$ cat src/hw/rtl/thrp_pkg.sv
package thrp_pkg;

   localparam int QUEUE_DEPTH = 4;
   localparam int QPTR_W      = $clog2(QUEUE_DEPTH);
   localparam int QCNT_W      = $clog2(QUEUE_DEPTH + 1);

   localparam logic [7:0] CHAR_AT    = 8'h40;
   localparam logic [7:0] CHAR_STAR  = 8'h2A;
   localparam logic [7:0] CHAR_COMMA = 8'h2C;
   localparam logic [7:0] CHAR_NUL   = 8'h00;
   localparam logic [7:0] CHAR_ZERO  = 8'd48;

   localparam logic KIND_DATA    = 1'b0;
   localparam logic KIND_SUMMARY = 1'b1;

   typedef enum logic [3:0] {
      ST_OK        = 4'd0,
      ST_NO_AT     = 4'd1,
      ST_TRUNCATED = 4'd2,
      ST_BAD_SRC   = 4'd3,
      ST_ODD_LEN   = 4'd4,
      ST_TOO_LONG  = 4'd5,
      ST_BAD_DATA  = 4'd6,
      ST_BAD_CK    = 4'd7,
      ST_MISMATCH  = 4'd8
   } thrp_status_type;

   typedef enum logic [3:0] {
      PH_AT     = 4'd0,
      PH_TIME   = 4'd1,
      PH_GROUP  = 4'd2,
      PH_SRC_HI = 4'd3,
      PH_SRC_LO = 4'd4,
      PH_SEP    = 4'd5,
      PH_DATA   = 4'd6,
      PH_CK_HI  = 4'd7,
      PH_CK_LO  = 4'd8,
      PH_TAIL   = 4'd9,
      PH_SKIP   = 4'd10
   } thrp_phase_type;

   typedef struct packed {
      logic [7:0] char_code;
      logic       line_end;
   } thrp_req_type;

   typedef struct packed {
      logic            kind;
      logic [7:0]      data_byte;
      logic [7:0]      byte_index;
      logic [31:0]     timestamp;
      logic [31:0]     group_number;
      logic [7:0]      source_address;
      logic [7:0]      payload_length;
      thrp_status_type status;
   } thrp_rsp_type;

   // Classified character passed from front to back
   typedef struct packed {
      logic [7:0] char_code;
      logic       is_end;
      logic       is_at;
      logic       is_star;
      logic       is_comma;
      logic       hex_ok;
      logic [3:0] hex_nib;
   } thrp_tok_type;

   typedef struct packed {
      logic full;
      logic empty;
   } thrp_qstat_type;

   typedef struct packed {
      logic no_at;
      logic bad_src;
      logic too_long;
      logic bad_data;
      logic bad_ck;
   } thrp_err_type;

endpackage

$ cat src/hw/rtl/thrp_front.sv
module thrp_front (
   input  logic                  req_valid,
   input  thrp_pkg::thrp_req_type req_payload,
   input  thrp_pkg::thrp_qstat_type qstat,
   output logic                  req_stall,
   output logic                  push,
   output thrp_pkg::thrp_tok_type push_tok
);
   import thrp_pkg::*;

   logic [7:0] c;

   assign c         = req_payload.char_code;
   assign req_stall = qstat.full;
   assign push      = req_valid && !qstat.full;

   always_comb begin
      push_tok           = '0;
      push_tok.char_code = c;
      push_tok.is_end    = req_payload.line_end || (c == CHAR_NUL);
      push_tok.is_at     = (c == CHAR_AT);
      push_tok.is_star   = (c == CHAR_STAR);
      push_tok.is_comma  = (c == CHAR_COMMA);
      // hex digit of either case
      if (c >= 8'h30 && c <= 8'h39) begin
         push_tok.hex_ok  = 1'b1;
         push_tok.hex_nib = c[3:0];
      end else if ((c >= 8'h41 && c <= 8'h46) || (c >= 8'h61 && c <= 8'h66)) begin
         push_tok.hex_ok  = 1'b1;
         push_tok.hex_nib = c[3:0] + 4'd9;
      end else begin
         push_tok.hex_ok  = 1'b0;
         push_tok.hex_nib = 4'h0;
      end
   end

endmodule

$ cat src/hw/rtl/thrp_queue.sv
module thrp_queue (
   input  logic                    clock,
   input  logic                    reset,
   input  logic                    push,
   input  thrp_pkg::thrp_tok_type  push_tok,
   input  logic                    pop,
   output thrp_pkg::thrp_tok_type  head_tok,
   output thrp_pkg::thrp_qstat_type qstat
);
   import thrp_pkg::*;

   thrp_tok_type      mem_ff [QUEUE_DEPTH];
   logic [QPTR_W-1:0] wr_ptr_ff, wr_ptr_in;
   logic [QPTR_W-1:0] rd_ptr_ff, rd_ptr_in;
   logic [QCNT_W-1:0] count_ff, count_in;

   assign qstat.full  = (count_ff == QCNT_W'(QUEUE_DEPTH));
   assign qstat.empty = (count_ff == '0);
   assign head_tok    = mem_ff[rd_ptr_ff];

   always_comb begin
      wr_ptr_in = wr_ptr_ff;
      rd_ptr_in = rd_ptr_ff;
      count_in  = count_ff;
      if (push) begin
         wr_ptr_in = (wr_ptr_ff == QPTR_W'(QUEUE_DEPTH - 1)) ? '0 : wr_ptr_ff + 1'b1;
      end
      if (pop) begin
         rd_ptr_in = (rd_ptr_ff == QPTR_W'(QUEUE_DEPTH - 1)) ? '0 : rd_ptr_ff + 1'b1;
      end
      if (push && !pop) begin
         count_in = count_ff + 1'b1;
      end else if (pop && !push) begin
         count_in = count_ff - 1'b1;
      end
   end

   always_ff @(posedge clock) begin
      if (reset) begin
         wr_ptr_ff <= '0;
         rd_ptr_ff <= '0;
         count_ff  <= '0;
      end else begin
         wr_ptr_ff <= wr_ptr_in;
         rd_ptr_ff <= rd_ptr_in;
         count_ff  <= count_in;
      end
   end

   always_ff @(posedge clock) begin
      if (push) begin
         mem_ff[wr_ptr_ff] <= push_tok;
      end
   end

   a_count_range: assert property (@(posedge clock) disable iff (reset)
      count_ff <= QCNT_W'(QUEUE_DEPTH))
      else $error("queue count beyond depth");

   a_no_push_full: assert property (@(posedge clock) disable iff (reset)
      qstat.full |-> !push)
      else $error("push into full queue");

   a_no_pop_empty: assert property (@(posedge clock) disable iff (reset)
      qstat.empty |-> !pop)
      else $error("pop from empty queue");

endmodule

$ cat src/hw/rtl/thrp_back.sv
module thrp_back #(
   parameter int MAX_DATA_BYTES = 223
) (
   input  logic                     clock,
   input  logic                     reset,
   input  thrp_pkg::thrp_tok_type   head_tok,
   input  thrp_pkg::thrp_qstat_type qstat,
   output logic                     pop,
   input  logic                     rsp_stall,
   output logic                     rsp_valid,
   output thrp_pkg::thrp_rsp_type   rsp_payload
);
   import thrp_pkg::*;

   thrp_phase_type phase_ff, phase_in;
   logic [31:0]    time_ff, time_in;
   logic [31:0]    group_ff, group_in;
   logic [7:0]     source_ff, source_in;
   logic [7:0]     xor_ff, xor_in;
   logic [3:0]     high_nib_ff, high_nib_in;
   logic           half_pair_ff, half_pair_in;
   logic [7:0]     pair_count_ff, pair_count_in;
   logic [7:0]     seen_ck_ff, seen_ck_in;
   thrp_err_type   err_ff, err_in;
   logic           sum_closed_ff, sum_closed_in;
   logic           rsp_valid_ff, rsp_valid_in;
   thrp_rsp_type   rsp_ff, rsp_in;
   logic           emit;
   logic [3:0]     nib;
   thrp_status_type line_status;

   function automatic logic [31:0] dec_step(input logic [31:0] acc, input logic [7:0] c);
      logic [31:0] times10;
      times10  = {acc[28:0], 3'b000} + {acc[30:0], 1'b0};
      dec_step = times10 + {24'h0, c} - {24'h0, CHAR_ZERO};
   endfunction

   // take the next request whenever the output register is free or draining
   assign pop         = !qstat.empty && (!rsp_valid_ff || !rsp_stall);
   assign rsp_valid   = rsp_valid_ff;
   assign rsp_payload = rsp_ff;
   assign nib         = head_tok.hex_ok ? head_tok.hex_nib : 4'h0;

   // summary status; errors are ranked in a fixed order, not by which came first
   always_comb begin
      priority if (err_ff.no_at || phase_ff == PH_AT) begin
         line_status = ST_NO_AT;
      end else if (phase_ff == PH_TIME || phase_ff == PH_GROUP || phase_ff == PH_SRC_HI ||
                   phase_ff == PH_SRC_LO || phase_ff == PH_SEP) begin
         line_status = ST_TRUNCATED;
      end else if (err_ff.bad_src) begin
         line_status = ST_BAD_SRC;
      end else if (phase_ff == PH_DATA && half_pair_ff) begin
         line_status = ST_ODD_LEN;
      end else if (err_ff.too_long) begin
         line_status = ST_TOO_LONG;
      end else if (err_ff.bad_data) begin
         line_status = ST_BAD_DATA;
      end else if (phase_ff == PH_DATA || phase_ff == PH_CK_HI || phase_ff == PH_CK_LO) begin
         line_status = ST_TRUNCATED;
      end else if (err_ff.bad_ck) begin
         line_status = ST_BAD_CK;
      end else if (seen_ck_ff != xor_ff) begin
         line_status = ST_MISMATCH;
      end else begin
         line_status = ST_OK;
      end
   end

   // next phase
   always_comb begin
      phase_in = phase_ff;
      if (pop) begin
         if (head_tok.is_end) begin
            phase_in = PH_AT;
         end else begin
            unique case (phase_ff)
               PH_AT:     phase_in = head_tok.is_at ? PH_TIME : PH_SKIP;
               PH_TIME:   phase_in = head_tok.is_comma ? PH_GROUP : PH_TIME;
               PH_GROUP:  phase_in = head_tok.is_comma ? PH_SRC_HI : PH_GROUP;
               PH_SRC_HI: phase_in = PH_SRC_LO;
               PH_SRC_LO: phase_in = PH_SEP;
               PH_SEP:    phase_in = PH_DATA;
               PH_DATA:   phase_in = head_tok.is_star ? PH_CK_HI : PH_DATA;
               PH_CK_HI:  phase_in = PH_CK_LO;
               PH_CK_LO:  phase_in = PH_TAIL;
               PH_TAIL:   phase_in = PH_TAIL;
               PH_SKIP:   phase_in = PH_SKIP;
               default:   phase_in = PH_AT;
            endcase
         end
      end
   end

   // field updates and result
   always_comb begin
      time_in       = time_ff;
      group_in      = group_ff;
      source_in     = source_ff;
      xor_in        = xor_ff;
      high_nib_in   = high_nib_ff;
      half_pair_in  = half_pair_ff;
      pair_count_in = pair_count_ff;
      seen_ck_in    = seen_ck_ff;
      err_in        = err_ff;
      sum_closed_in = sum_closed_ff;
      emit          = 1'b0;
      rsp_in        = rsp_ff;

      if (pop) begin
         if (head_tok.is_end) begin
            emit                  = 1'b1;
            rsp_in.kind           = KIND_SUMMARY;
            rsp_in.data_byte      = 8'h00;
            rsp_in.byte_index     = 8'h00;
            rsp_in.timestamp      = time_ff;
            rsp_in.group_number   = group_ff;
            rsp_in.source_address = source_ff;
            rsp_in.payload_length = pair_count_ff;
            rsp_in.status         = line_status;
            // back to the start of a line
            time_in       = '0;
            group_in      = '0;
            source_in     = '0;
            xor_in        = '0;
            high_nib_in   = '0;
            half_pair_in  = 1'b0;
            pair_count_in = '0;
            seen_ck_in    = '0;
            err_in        = '0;
            sum_closed_in = 1'b0;
         end else begin
            if (phase_ff != PH_AT && phase_ff != PH_SKIP && !sum_closed_ff) begin
               if (head_tok.is_star) begin
                  sum_closed_in = 1'b1;
               end else begin
                  xor_in = xor_ff ^ head_tok.char_code;
               end
            end
            unique case (phase_ff)
               PH_AT: begin
                  if (!head_tok.is_at) begin
                     err_in.no_at = 1'b1;
                  end
               end
               PH_TIME: begin
                  if (!head_tok.is_comma) begin
                     time_in = dec_step(time_ff, head_tok.char_code);
                  end
               end
               PH_GROUP: begin
                  if (!head_tok.is_comma) begin
                     group_in = dec_step(group_ff, head_tok.char_code);
                  end
               end
               PH_SRC_HI, PH_SRC_LO: begin
                  if (!head_tok.hex_ok) begin
                     err_in.bad_src = 1'b1;
                  end
                  source_in = {source_ff[3:0], nib};
               end
               PH_DATA: begin
                  if (!head_tok.is_star) begin
                     if (!head_tok.hex_ok) begin
                        err_in.bad_data = 1'b1;
                     end
                     if (!half_pair_ff) begin
                        high_nib_in  = nib;
                        half_pair_in = 1'b1;
                     end else begin
                        half_pair_in = 1'b0;
                        if (pair_count_ff >= 8'(MAX_DATA_BYTES)) begin
                           err_in.too_long = 1'b1;
                        end else begin
                           if (!err_in.bad_data) begin
                              emit                  = 1'b1;
                              rsp_in.kind           = KIND_DATA;
                              rsp_in.data_byte      = {high_nib_ff, nib};
                              rsp_in.byte_index     = pair_count_ff;
                              rsp_in.timestamp      = time_ff;
                              rsp_in.group_number   = group_ff;
                              rsp_in.source_address = source_ff;
                              rsp_in.payload_length = 8'h00;
                              rsp_in.status         = ST_OK;
                           end
                           pair_count_in = pair_count_ff + 1'b1;
                        end
                     end
                  end
               end
               PH_CK_HI, PH_CK_LO: begin
                  if (!head_tok.hex_ok) begin
                     err_in.bad_ck = 1'b1;
                  end
                  seen_ck_in = {seen_ck_ff[3:0], nib};
               end
               default: begin
               end
            endcase
         end
      end

      // hold the result until taken
      if (emit) begin
         rsp_valid_in = 1'b1;
      end else if (!rsp_stall) begin
         rsp_valid_in = 1'b0;
      end else begin
         rsp_valid_in = rsp_valid_ff;
      end
   end

   always_ff @(posedge clock) begin
      if (reset) begin
         phase_ff      <= PH_AT;
         time_ff       <= '0;
         group_ff      <= '0;
         source_ff     <= '0;
         xor_ff        <= '0;
         high_nib_ff   <= '0;
         half_pair_ff  <= 1'b0;
         pair_count_ff <= '0;
         seen_ck_ff    <= '0;
         err_ff        <= '0;
         sum_closed_ff <= 1'b0;
         rsp_valid_ff  <= 1'b0;
      end else begin
         phase_ff      <= phase_in;
         time_ff       <= time_in;
         group_ff      <= group_in;
         source_ff     <= source_in;
         xor_ff        <= xor_in;
         high_nib_ff   <= high_nib_in;
         half_pair_ff  <= half_pair_in;
         pair_count_ff <= pair_count_in;
         seen_ck_ff    <= seen_ck_in;
         err_ff        <= err_in;
         sum_closed_ff <= sum_closed_in;
         rsp_valid_ff  <= rsp_valid_in;
      end
   end

   always_ff @(posedge clock) begin
      rsp_ff <= rsp_in;
   end

   a_count_cap: assert property (@(posedge clock) disable iff (reset)
      pair_count_ff <= 8'(MAX_DATA_BYTES))
      else $error("pair count past maximum");

   a_line_restart: assert property (@(posedge clock) disable iff (reset)
      pop && head_tok.is_end |=> phase_ff == PH_AT && pair_count_ff == '0 && rsp_valid_ff &&
         rsp_ff.kind == KIND_SUMMARY)
      else $error("line end did not restart the parser");

   a_data_clean: assert property (@(posedge clock) disable iff (reset)
      rsp_valid_ff && rsp_ff.kind == KIND_DATA |-> rsp_ff.status == ST_OK &&
         rsp_ff.payload_length == '0 && !err_ff.bad_data)
      else $error("data byte carries status or follows bad data");

   a_no_overwrite: assert property (@(posedge clock) disable iff (reset)
      rsp_valid_ff && rsp_stall |-> !pop)
      else $error("request taken while result stalled");

endmodule

$ cat src/hw/rtl/timestamped_hex_record_parser_top.sv
// channel | direction | handshake            | payload
// req     | in        | req_valid, req_stall | thrp_req_type: char_code, line_end
// rsp     | out       | rsp_valid, rsp_stall | thrp_rsp_type: data byte or line summary
//
// One character per cycle sustained while rsp_stall is low; a character is written
// into the queue, then the parser loads its result into the output register. Reset
// is synchronous: it empties the four-entry queue and restarts the parser.
// req_stall rises only when the queue is full; the queue fills while rsp_stall
// holds the output register.
module timestamped_hex_record_parser_top #(
   parameter int MAX_DATA_BYTES = 223
) (
   input  logic                   clock,
   input  logic                   reset,
   input  logic                   req_valid,
   output logic                   req_stall,
   input  thrp_pkg::thrp_req_type req_payload,
   output logic                   rsp_valid,
   input  logic                   rsp_stall,
   output thrp_pkg::thrp_rsp_type rsp_payload
);
   import thrp_pkg::*;

   logic           push;
   logic           pop;
   thrp_tok_type   push_tok;
   thrp_tok_type   head_tok;
   thrp_qstat_type qstat;

   thrp_front u_front (
      .req_valid   (req_valid),
      .req_payload (req_payload),
      .qstat       (qstat),
      .req_stall   (req_stall),
      .push        (push),
      .push_tok    (push_tok)
   );

   thrp_queue u_queue (
      .clock    (clock),
      .reset    (reset),
      .push     (push),
      .push_tok (push_tok),
      .pop      (pop),
      .head_tok (head_tok),
      .qstat    (qstat)
   );

   thrp_back #(
      .MAX_DATA_BYTES (MAX_DATA_BYTES)
   ) u_back (
      .clock       (clock),
      .reset       (reset),
      .head_tok    (head_tok),
      .qstat       (qstat),
      .pop         (pop),
      .rsp_stall   (rsp_stall),
      .rsp_valid   (rsp_valid),
      .rsp_payload (rsp_payload)
   );

endmodule

$ cat config.mk
export PLATFORM = sky130hd
export DESIGN_NAME = timestamped_hex_record_parser_top
export DESIGN_NICKNAME = d
export VERILOG_FILES = /design/src/hw/rtl/thrp_pkg.sv /design/src/hw/rtl/thrp_front.sv /design/src/hw/rtl/thrp_queue.sv /design/src/hw/rtl/thrp_back.sv /design/src/hw/rtl/timestamped_hex_record_parser_top.sv
export SDC_FILE = /design/constraint.sdc
export NUM_CORES = 1
export LEC_CHECK = 0
export BUFFER_PORTS_ARGS = -buffer_cell sky130_fd_sc_hd__buf_2
export CORE_MARGIN = 5
export CORE_UTILIZATION = 39
export CTS_CLUSTER_SIZE = 25
export DETAILED_ROUTE_END_ITERATION = 10
export GPL_TIMING_DRIVEN = 0
export REMOVE_ABC_BUFFERS = 1
export SETUP_SLACK_MARGIN = 0.02
export SYNTH_ARGS = -nofsm -noshare
export SYNTH_HDL_FRONTEND = slang
export SYNTH_SLANG_ARGS = --single-unit
$ cat constraint.sdc
create_clock -name clock -period 11.4 [get_ports clock]
set_input_delay 1.71 -clock clock [delete_from_list [all_inputs] [get_ports clock]]
set_output_delay 1.71 -clock clock [all_outputs]
set_load 0.01 [all_outputs]
==> results.rst, run 1 <==
.. list-table::
   :header-rows: 1

   * - Metric
     - Value
   * - Worst hold-check path type
     - reg -> reg
   * - Overall fraction of global-route tracks in use
     - 0.148
   * - Resize count post-CTS
     - 0
   * - Number of buffers inserted during clock tree synthesis
     - 34
   * - Crit-path cells
     - mux4_2, inv_1, ha_1, inv_1, fa_1, inv_1, fa_1, nor2b_1, o31ai_1, a31o_2, a211oi_2, a31oi_1, o41ai_2, xnor2_1, o21ai_1
   * - Final max-slew violation count
     - 0
   * - Average via count per standard cell
     - 5.03
   * - Crit path time final
     - about 5300 ps
   * - Count of vias placed by the detailed router
     - between 10000 and 15000
   * - Final Cycle Share
     - 0.464
   * - Largest net degree at the start of global routing
     - roughly 70
   * - Pin slew with the least headroom to its limit
     - between 1000 and 1500 ps
   * - Run status
     - completed
   * - Final GP Congestion
     - around 0.84
   * - Global-route track usage on met2
     - 0.254
   * - Placed Cells incl. Taps
     - ~2100
   * - RSZ-0062 raised after global routing
     - no
   * - Maximum clock insertion buffer count
     - 3
   * - Total number of yosys warnings
     - 0
   * - Worst path setup slack after routing
     - slightly above 6000 ps
   * - Reg2Reg Depth
     - 15
   * - CTS sink cnt
     - 290
   * - Sequential share of the synthesized area
     - 0.473
   * - Area Growth Syn to Fin
     - 14.5%
   * - Unique cell type count in the Yosys netlist
     - 73
   * - First DRT Iteration DRCs
     - between 500 and 600
   * - Hold Crit Endpoint
     - u_back.rsp_payload[19]
   * - Arrival time of data at the critical path endpoint
     - 5680 ps
   * - Post-synth top area cell
     - edfxtp_1
   * - Final wirelength
     - ~33000 um
   * - Number of cells on the worst hold path
     - 0
   * - Global routing usage on met1
     - 0.188
   * - Net total in the final layout
     - roughly 1800
   * - Placeable Area
     - 40000 sq um
   * - Yosys top cell area share
     - 0.320
   * - Total half-perimeter wirelength after legalization and detailed placement
     - between 20000 and 25000 um
   * - Minimum setup slack after placement
     - about 6100 ps
   * - Global-route wire length before repair
     - around 54000 um
   * - Max-capacitance violation count
     - 0
   * - Num ports
     - between 100 and 150
   * - CTS HTree Levels
     - 2
   * - Clock Skews
     - 20.1 ps
   * - Die X
     - between 200 and 250 um
   * - Clock transition at the registers of the reported paths
     - approximately 60 ps
   * - Post-synthesis area per instance
     - approximately 10 sq um
   * - Nature of the critical path startpoint
     - flip-flop
   * - Routing usage on met3
     - 0.0310
   * - Drt wl/cell
     - 15.3 um
   * - Antenna violations before repair
     - 0
   * - Maximum fanout encountered on the critical timing path
     - 18
   * - Most Frequent Cell on Critical Path
     - inv_1
   * - Top-count cell post-synth
     - inv_1
   * - Number of enable-type register cells in the synthesized netlist
     - ~170
   * - Synth Register Bits
     - 290
   * - Most used flip-flop cell after synthesis
     - edfxtp_1
   * - Most crowded layer after global routing
     - met2
   * - First-pass detailed-route iteration total
     - 5
   * - Master cell of the clock root buffer
     - clkbuf_16
   * - Number of I/O port buffers
     - between 100 and 150
   * - End of the worst register-to-register path
     - u_back.group_ff[31]
   * - Critical-path cell with the highest stage delay
     - dfxtp_1
   * - Total global routing overflow
     - 0
   * - Vias in the first global route
     - between 10000 and 15000
   * - Hold path startpoint
     - u_back.source_ff[7]
   * - Proportion of register bits with asynchronous set or reset after synthesis
     - 0
   * - Top cells by instance count after synthesis
     - 202 x inv_1, 176 x ha_1, 169 x edfxtp_1
   * - Layout cell share with drive strength beyond 1
     - 0.126
   * - Synth Cell Area
     - between 15000 and 20000 sq um
   * - Count of hold-fix buffers inserted at cts
     - 0
   * - Number of setup violations in the final report
     - 0
   * - Req. time, crit path
     - between 10000 and 15000 ps
   * - Gate family responsible for the most delay along the worst path
     - compound AO/OA/AOI/OAI gates
   * - TritonCTS clock tree
     - built
   * - Number of nets still failing antenna checks after routing
     - 0
   * - Crit Path Class
     - reg -> reg
   * - Achievable Freq
     - 0.189 GHz
   * - Critical path capture point type
     - flip-flop
   * - Final Hold Violating Endpoints
     - 0
   * - Clock latency of the later-clocked register in the worst-skew pair
     - 540 ps
   * - Total Die Area
     - around 45000 sq um
   * - Number of design rule violations left after detail routing
     - 0
   * - Count of buffers added by post-CTS timing repair for setup
     - 0
   * - Critical path buffer and inverter count
     - 3
   * - Levels on crit path
     - 15
   * - Ranking of synthesized cells by area
     - edfxtp_1 32%, dfxtp_1 15%, ha_1 14%
   * - Effective utilization at floorplan
     - 0.396
   * - Biggest cell delay along the critical path
     - around 1100 ps
   * - Vertical die dimension
     - 212 um
   * - Min Hold Slack
     - between 400 and 500 ps
   * - Slew margin rel.
     - 0.165
   * - Final std cells w/o fill
     - 2179
   * - Number of cells produced by synthesis
     - about 1500
   * - Row count
     - 73
   * - Worst reg-to-reg setup slack
     - 6110 ps
   * - Number of antenna diodes
     - 0
[layout make-up]
cell class,count,area (sq um)
Clock buffer,44,950
Clock inverter,18,213
Fill cell,3757,21800
Inverter,203,762
Multi-Input combinational cell,979,7390
Sequential cell,290,7500
Tap cell,525,657
Timing Repair Buffer,120,688
[worst max-delay path by stage]
stage / start / end / slack, ps
detailed placement: flip-flop / u_back.group_ff[31] / 6110
global route: flip-flop / u_back.group_ff[31] / 5710
finish: flip-flop / u_back.group_ff[31] / 6110
global placement: flip-flop / u_back.rsp_payload[26] / -3490
CTS: flip-flop / u_back.group_ff[31] / 6030
floorplan: rsp_stall / u_back.rsp_payload[0] / 790
[cell usage in the layout, fill, tap and decap left out, types with 27 or more instances in the layout]
cell type,count
a21oi_1,91
a22oi_1,27
and2_1,27
buf_2,114
clkbuf_16,35
dfxtp_1,121
edfxtp_1,169
ha_1,176
inv_1,202
nand2_1,110
nor2_1,124
o21ai_0,62
xnor2_1,46
xor2_1,35
[registers in the layout (all words and copies together) (netlist names), 5 cells and up, named ones only]
name                  flops
u_back.rsp_payload      101
u_back.group_ff          32
u_queue.mem_ff           68
u_back.err_ff             5
u_back.xor_ff             8
u_back.seen_ck_ff         8
u_back.source_ff          8
u_back.pair_count_ff      8
u_back.time_ff           32
[stage by stage]
| stage | instance area [sq um] | util | TNS, ps |
|---|---|---|---|
| floorplan | 15600 | - | 0 |
| global placement | 16900 | 0.422 | -350570 |
| detailed placement | 17000 | 0.425 | 0 |
| CTS | 18200 | 0.454 | 0 |
| global route | 18200 | 0.454 | 0 |
| finish | 18200 | 0.454 | 0 |
[worst reg2reg max path: stages (launching register included)]
cell and delay (ps):
dfxtp_1 1120, mux4_2 670, inv_1 130, ha_1 140
inv_1 60, fa_1 560, inv_1 80, fa_1 460
nor2b_1 180, o31ai_1 120, a31o_2 260, a211oi_2 410
a31oi_1 280, o41ai_2 450, xnor2_1 160, o21ai_1 70
[kinds of logic (layout without fill, tap and decap cells)]
kind of cell / count (synthesis) / in the layout / synth area share
AO/OA/AOI/OAI: 291 / 291 / 0.117
XOR/XNOR: 81 / 81 / 0.0447
adder cells (fa/ha/maj): 189 / 189 / 0.155
buffers and inverters: 253 / 385 / 0.0623
flip-flops: 290 / 290 / 0.473
multiplexers: 33 / 33 / 0.0338
AND/OR/NAND/NOR: 385 / 385 / 0.114
[per-layer routing]
layer	wire length, um	part of all wire
met2	15900	0.47
met1	15100	0.45
met3	1530	0.046
met4	901	0.027
met5	0	0
Power of run 1 is not shown: default switching activity piles up to over one toggle a cycle in this logic, so the estimate is an artifact.
==> run 2: changes to the inputs <==
--- a/config.mk
+++ b/config.mk
@@ -5,6 +5,7 @@
 export SDC_FILE = /design/constraint.sdc
 export NUM_CORES = 1
 export LEC_CHECK = 0
+export ABC_AREA = 1
 export BUFFER_PORTS_ARGS = -buffer_cell sky130_fd_sc_hd__buf_2
 export CORE_MARGIN = 5
 export CORE_UTILIZATION = 39
==> constraint.sdc (replaced) <==
create_clock -name clock -period 5.1 [get_ports clock]
set_input_delay 0.765 -clock clock [delete_from_list [all_inputs] [get_ports clock]]
set_output_delay 0.765 -clock clock [all_outputs]
set_load 0.01 [all_outputs]
==> run 2 against run 1 <==
  * Setup slack lost 5300 ps
  * Wire length grew 28%
  * Die area grew 10%
  * Worst hold slack gained 2.7 ps
  * Fmax grew 23%
  * Synthesized area grew 11%
  * Final cell count grew 35%
  * Global-route usage grew 2.4 points
==> results.rst, run 2 <==
.. list-table::
   :header-rows: 1

   * - Metric
     - Value
   * - Slew margin rel.
     - 0.338
   * - Effective utilization at floorplan
     - 0.396
   * - Req. time, crit path
     - 5560 ps
   * - Maximum fanout encountered on the critical timing path
     - 23
   * - Number of cells produced by synthesis
     - between 2000 and 2500
   * - Num ports
     - 116
   * - Layout cell share with drive strength beyond 1
     - 0.100
   * - Post-synth top area cell
     - edfxtp_1
   * - Number of buffers inserted during clock tree synthesis
     - 35
   * - Total global routing overflow
     - 0
   * - Cell Pwr Density
     - just over 700 nW/um^2
   * - Commonest non-fill, non-tap cell in the layout
     - nand2_1
   * - Final wirelength
     - between 40000 and 50000 um
   * - Unique cell type count in the Yosys netlist
     - 50
   * - Synth Cell Area
     - 17600 sq um
   * - Average via count per standard cell
     - ~4.8
   * - Crit Path Class
     - reg -> reg
   * - Run status
     - completed
   * - Top cells by instance count after synthesis
     - 588 x nand2_1, 423 x inv_1, 184 x nor2_1
   * - Number of enable-type register cells in the synthesized netlist
     - around 170
   * - Relative contribution of combinational cells to total power
     - 0.584
   * - Pin slew with the least headroom to its limit
     - 991 ps
   * - Cell leakage power
     - 0.00935 uW
   * - Final design area excluding fillers
     - 20000 sq um
   * - Switching fraction of total power
     - 0.490
   * - Critical path capture point type
     - flip-flop
   * - Worst hold-check path type
     - reg -> reg
   * - Final Hold Violating Endpoints
     - 0
   * - Number of design rule violations left after detail routing
     - 0
   * - Placed standard-cell area
     - 18800 sq um
   * - Net total in the final layout
     - roughly 2500
   * - RSZ-0062 raised after global routing
     - no
   * - Crit path time final
     - roughly 4300 ps
   * - Final Cycle Share
     - 0.845
   * - Total Die Area
     - ~50000 sq um
   * - Number of I/O port buffers
     - roughly 120
   * - Net switching component of the power
     - 6930 uW
   * - CTS HTree Levels
     - 2
   * - Row count
     - between 70 and 80
   * - Largest register FFs
     - ~100
   * - Nature of the critical path startpoint
     - flip-flop
   * - Number of nets still failing antenna checks after routing
     - 0
   * - Number of setup violations in the final report
     - 0
   * - TritonCTS clock tree
     - built
   * - Arrival time of data at the critical path endpoint
     - approximately 4800 ps
   * - Synth Register Bits
     - 290
   * - First-pass detailed-route iteration total
     - 5
   * - Placeable Area
     - about 44000 sq um
   * - Master cell of the clock root buffer
     - clkbuf_16
   * - VDD IR max
     - between 400 and 500 uV
   * - Part of the total power dissipated in the clock network
     - 0.177
   * - Total number of yosys warnings
     - 0
   * - Most used flip-flop cell after synthesis
     - edfxtp_1
   * - Internal cell power
     - 7220 uW
   * - Sequential share of power
     - 0.238
   * - Proportion of register bits with asynchronous set or reset after synthesis
     - 0
   * - Die X
     - roughly 220 um
   * - Post-synthesis area per instance
     - approximately 8 sq um
   * - Largest net degree at the start of global routing
     - 73
   * - Yosys top cell area share
     - 0.289
   * - Clock transition at the registers of the reported paths
     - approximately 60 ps
   * - Most frequent cells in the layout
     - 588 x nand2_1, 422 x inv_1, 180 x nor2_1
   * - Sequential share of the synthesized area
     - 0.427
   * - Achievable Freq
     - 0.232 GHz
   * - Top-count cell post-synth
     - nand2_1
   * - Ranking of synthesized cells by area
     - edfxtp_1 29%, dfxtp_1 14%, nand2_1 13%
   * - Vertical die dimension
     - ~220 um
   * - Clock Skews
     - 19.0 ps
   * - Final max-slew violation count
     - 0
   * - Area Growth Syn to Fin
     - 13.7%
   * - Total half-perimeter wirelength after legalization and detailed placement
     - 31900 um
   * - Maximum clock insertion buffer count
     - 3
   * - Count of hold-fix buffers inserted at cts
     - 0
   * - Max-capacitance violation count
     - 0
   * - First DRT Iteration DRCs
     - ~700
   * - Combined area of the multi-input logic cells
     - around 8200 sq um
   * - Min Hold Slack
     - between 400 and 500 ps
   * - Global-route wire length before repair
     - around 70000 um
   * - Drt wl/cell
     - between 10 and 15 um
   * - Vias in the first global route
     - about 14000
   * - Worst reg-to-reg setup slack
     - 790 ps
   * - Antenna violations before repair
     - 0
   * - Footprint of the flip-flops and latches
     - approximately 7500 sq um
   * - Number of antenna diodes
     - 0
   * - Count of vias placed by the detailed router
     - between 10000 and 15000
   * - Final GP Congestion
     - between 0.9 and 1
   * - Overall fraction of global-route tracks in use
     - 0.172
   * - Total Power Consumption
     - 14100 uW
   * - Clock latency of the later-clocked register in the worst-skew pair
     - roughly 540 ps
   * - Fill cells
     - 4390
   * - CTS sink cnt
     - 290
[run 2: cell count changes after synthesis, sizes merged, moves of 32 or more]
cell   before  now
nand3      22  132
a21oi      92  161
xnor2      46   14
inv       203  438
nor2      125  189
nand2     110  599
[run 2: area by class of cell]
type,instances,area share
clock inverters,20,0.0113
clock buffers,43,0.0468
well taps,592,0.0371
inverters,441,0.0838
repair buffers,121,0.0366
flip-flops and latches,290,0.375
multi-input cells,1443,0.409
[run 2: worst paths after layout]
path	startpoint	end	cells past startpoint
min	u_back.source_ff[5]	u_back.rsp_payload[17]	0
max	flip-flop	u_back.time_ff[19]	17
min reg2reg	u_back.source_ff[5]	u_back.rsp_payload[17]	0
max reg2reg	flip-flop	u_back.time_ff[19]	17
[run 2: cells by family (layout without fill, tap and decap cells)]
logic type / Yosys count / after routing / synth area share
AND/OR/NAND/NOR: 975 / 975 / 0.235
buffers and inverters: 479 / 625 / 0.109
flip-flops: 290 / 290 / 0.427
AO/OA/AOI/OAI: 258 / 258 / 0.0795
adder cells (fa/ha/maj): 189 / 189 / 0.140
XOR/XNOR: 21 / 21 / 0.0105
[run 2: repair_timing]
action / 4_1_cts / 5_1_grt
resized for setup: 0 / 1
setup endpoints to repair: 0 / 3
buffers inserted: 0 / 0
[run 2: power by group through the flow]
stage	sequential [uW]	combinational [uW]	clock [uW]
finish	3370	8270	2510
CTS	3370	8290	2590
global placement	3460	8050	0
global route	3420	9500	2680
detailed placement	3420	8220	0
floorplan	3490	5940	0
[run 2: routing by layer]
layer / track usage / part of all wire / vias up
met4: 0.0509 / 0.026 / 0
met2: 0.295 / 0.47 / 226
met5: 0 / 0 / -
met3: 0.0269 / 0.036 / 65
li1: - / - / 7304
met1: 0.224 / 0.47 / 6533
[run 2: critical path: stages, from the launching register on]
cell and delay [ps]:
dfxtp_1 740, inv_2 390, a32o_1 450, fa_1 500, inv_1 40, ha_1 270, ha_1 190, inv_1 70
fa_1 400, inv_1 100, nand3_1 80, nand3_1 180, nand2_1 70, nand2_1 170, nand3_1 170, nand3b_1 120
nand3_1 100, a21oi_1 150
[run 2: through the flow]
step                TNS (ps)  cells  worst slack, ps  utilization
finish                     0   2950              793        0.450
global route               0   2950              523        0.450
CTS                        0   2950              437        0.450
detailed placement         0   2887              462        0.424
global placement     -110100   2881            -1100        0.420
floorplan                  0   2174              808            -
Power figures use the tool's default switching activity.
==> run 3: changes to the inputs <==
==> constraint.sdc (replaced) <==
create_clock -name clock -period 4.48 [get_ports clock]
set_input_delay 0.672 -clock clock [delete_from_list [all_inputs] [get_ports clock]]
set_output_delay 0.672 -clock clock [all_outputs]
set_load 0.01 [all_outputs]
==> run 3 against run 2 <==
  * Flip-flop and latch count stayed put
  * Non-clock buffer count stayed put
  * Worst hold slack worse by 61 ps
  * Clock skew hardly changed
  * Clock power is 14% higher
  * Combinational power is 14% higher
  * Fmax is 8.1% higher
  * Setup slack worse by 300 ps
  * Sequential power is 14% higher
  * Critical path type unchanged
==> results.rst, run 3 (synthesis gave the netlist of run 2 again) <==
.. list-table::
   :header-rows: 1

   * - Metric
     - Value
   * - Net total in the final layout
     - ~2500
   * - Number of buffers inserted during clock tree synthesis
     - 35
   * - Worst path setup slack after routing
     - 495 ps
   * - End of the worst register-to-register path
     - u_back.time_ff[19]
   * - Total half-perimeter wirelength after legalization and detailed placement
     - 31900 um
   * - Most Frequent Cell on Critical Path
     - nand3_1
   * - VDD IR max
     - approximately 460 uV
   * - Arrival time of data at the critical path endpoint
     - 4440 ps
   * - Max-capacitance violation count
     - 0
   * - Number of setup violations in the final report
     - 0
   * - Clock transition at the registers of the reported paths
     - 60 ps
   * - Final Hold Violating Endpoints
     - 0
   * - Vias in the first global route
     - 13694
   * - Final wirelength
     - between 40000 and 50000 um
   * - Clock Skews
     - approximately 19 ps
   * - Total Die Area
     - 49400 sq um
   * - Count of buffers added by post-CTS timing repair for setup
     - 0
   * - End point of the critical path
     - u_back.time_ff[19]
   * - Pin slew with the least headroom to its limit
     - 976 ps
   * - Nature of the critical path startpoint
     - flip-flop
   * - Fill cells
     - around 4400
   * - Maximum clock insertion buffer count
     - 3
   * - Effective utilization at floorplan
     - 0.396
   * - Layout cell share with drive strength beyond 1
     - 0.101
   * - Commonest non-fill, non-tap cell in the layout
     - nand2_1
   * - Placed standard-cell area
     - approximately 19000 sq um
   * - Hold path startpoint
     - reset
   * - Req. time, crit path
     - a little under 5000 ps
   * - Die X
     - ~220 um
   * - Vertical die dimension
     - roughly 220 um
   * - Antenna violations before repair
     - 0
   * - Overall fraction of global-route tracks in use
     - 0.172
   * - First DRT Iteration DRCs
     - 703
   * - Drt wl/cell
     - ~15 um
   * - TritonCTS clock tree
     - built
   * - Final GP Congestion
     - just over 0.9
   * - Largest net degree at the start of global routing
     - 73
   * - Run status
     - completed
   * - Number of I/O port buffers
     - 115
   * - Minimum setup slack after placement
     - -158 ps
   * - Cell Pwr Density
     - just over 800 nW/um^2
   * - Placeable Area
     - between 40000 and 50000 sq um
   * - Average via count per standard cell
     - around 4.8
   * - Final Cycle Share
     - 0.889
   * - Biggest cell delay along the critical path
     - between 500 and 600 ps
   * - Cell leakage power
     - 0.00935 uW
   * - Master cell of the clock root buffer
     - clkbuf_16
   * - Crit Path Class
     - reg -> reg
   * - Most frequent cells in the layout
     - 588 x nand2_1, 422 x inv_1, 180 x nor2_1
   * - Reg2Reg Depth
     - 17
   * - Area Growth Syn to Fin
     - 13.7%
   * - Number of nets still failing antenna checks after routing
     - 0
   * - Largest register FFs
     - between 100 and 150
   * - Clock latency of the later-clocked register in the worst-skew pair
     - around 540 ps
   * - Total Power Consumption
     - roughly 16000 uW
   * - Final design area excluding fillers
     - 20000 sq um
   * - Critical path capture point type
     - flip-flop
   * - CTS sink cnt
     - 290
   * - Worst reg-to-reg setup slack
     - a little under 500 ps
   * - Slew margin rel.
     - 0.349
   * - Number of antenna diodes
     - 0
   * - Count of vias placed by the detailed router
     - roughly 14000
   * - Critical-path cell with the highest stage delay
     - dfxtp_2
   * - Global-route wire length before repair
     - about 70000 um
   * - Crit-path cells
     - inv_2, a32o_1, fa_1, inv_1, ha_1, ha_1, inv_1, fa_1, inv_1, nand3_1, nand3_1, nand2_1, nand2_1, nand3_1, nand3b_1, nand3_1, a21oi_1
   * - First-pass detailed-route iteration total
     - 5
   * - Num ports
     - approximately 120
   * - Number of design rule violations left after detail routing
     - 0
   * - RSZ-0062 raised after global routing
     - no
   * - Crit path time final
     - ~4000 ps
   * - Worst hold-check path type
     - in -> reg
   * - Row count
     - 77
   * - CTS HTree Levels
     - 2
   * - Total global routing overflow
     - 0
   * - Final max-slew violation count
     - 0
   * - Maximum fanout encountered on the critical timing path
     - 23
   * - Achievable Freq
     - 0.251 GHz
-- run 3: what timing repair did --
item / in CTS / in global routing
resized for setup: 1 / 2
endpoints found under the hold margin: 0 / 0
cloned: 0 / 0
hold buffers: 0 / 0
setup endpoints to repair: 35 / 11
-- run 3: per-stage QoR --
| stage | cells | setup TNS (ps) | util | hold WS, ps |
|---|---|---|---|---|
| 2_1_floorplan | 2174 | 0 | - | 408 |
| 3_3_place_gp | 2881 | -175090 | 0.420 | 416 |
| 6_report | 2950 | 0 | 0.450 | 369 |
| 3_5_place_dp | 2887 | -2380 | 0.424 | 416 |
| 5_1_grt | 2950 | 0 | 0.450 | 358 |
| 4_1_cts | 2950 | 0 | 0.450 | 344 |
-- run 3: critical path, delay by kind of cell (launching register included) --
family	cells	cell delay [ps]
buffers and inverters	4	510
AND/OR/NAND/NOR	7	890
adder cells (fa/ha/maj)	4	1360
AO/OA/AOI/OAI	2	570
flip-flops	1	540
-- run 3: routing by layer --
metal	wire length, um	track usage	vias up	part of all wire
li1	-	-	7299	-
met1	20000	0.224	6522	0.47
met2	20200	0.295	222	0.47
met3	1550	0.0269	65	0.036
met4	1070	0.0509	0	0.025
met5	0	0	-	0
-- run 3: worst min-delay path by stage --
stage	end	slack, ps	cells past startpoint
6_report	u_back.pair_count_ff[1]	370	2
5_1_grt	u_back.rsp_valid	360	2
3_5_place_dp	u_back.rsp_payload[19]	420	0
4_1_cts	u_queue.mem_ff[0][16]	340	1
2_1_floorplan	u_back.rsp_payload[24]	410	0
3_3_place_gp	u_back.rsp_payload[66]	420	0
-- run 3: area by class of cell --
type	count	area, sq um	area share
well taps	592	741	0.0371
repair buffers	121	731	0.0366
clock inverters	20	226	0.0113
flip-flops and latches	290	7500	0.375
multi-input cells	1443	8180	0.409
inverters	441	1670	0.0838
clock buffers	43	936	0.0468
-- run 3: where the power goes --
part	total, uW	switching (uW)	internal [uW]
Sequential	3840	328	3510
Clock	2860	1130	1730
Combinational	9420	6440	2980
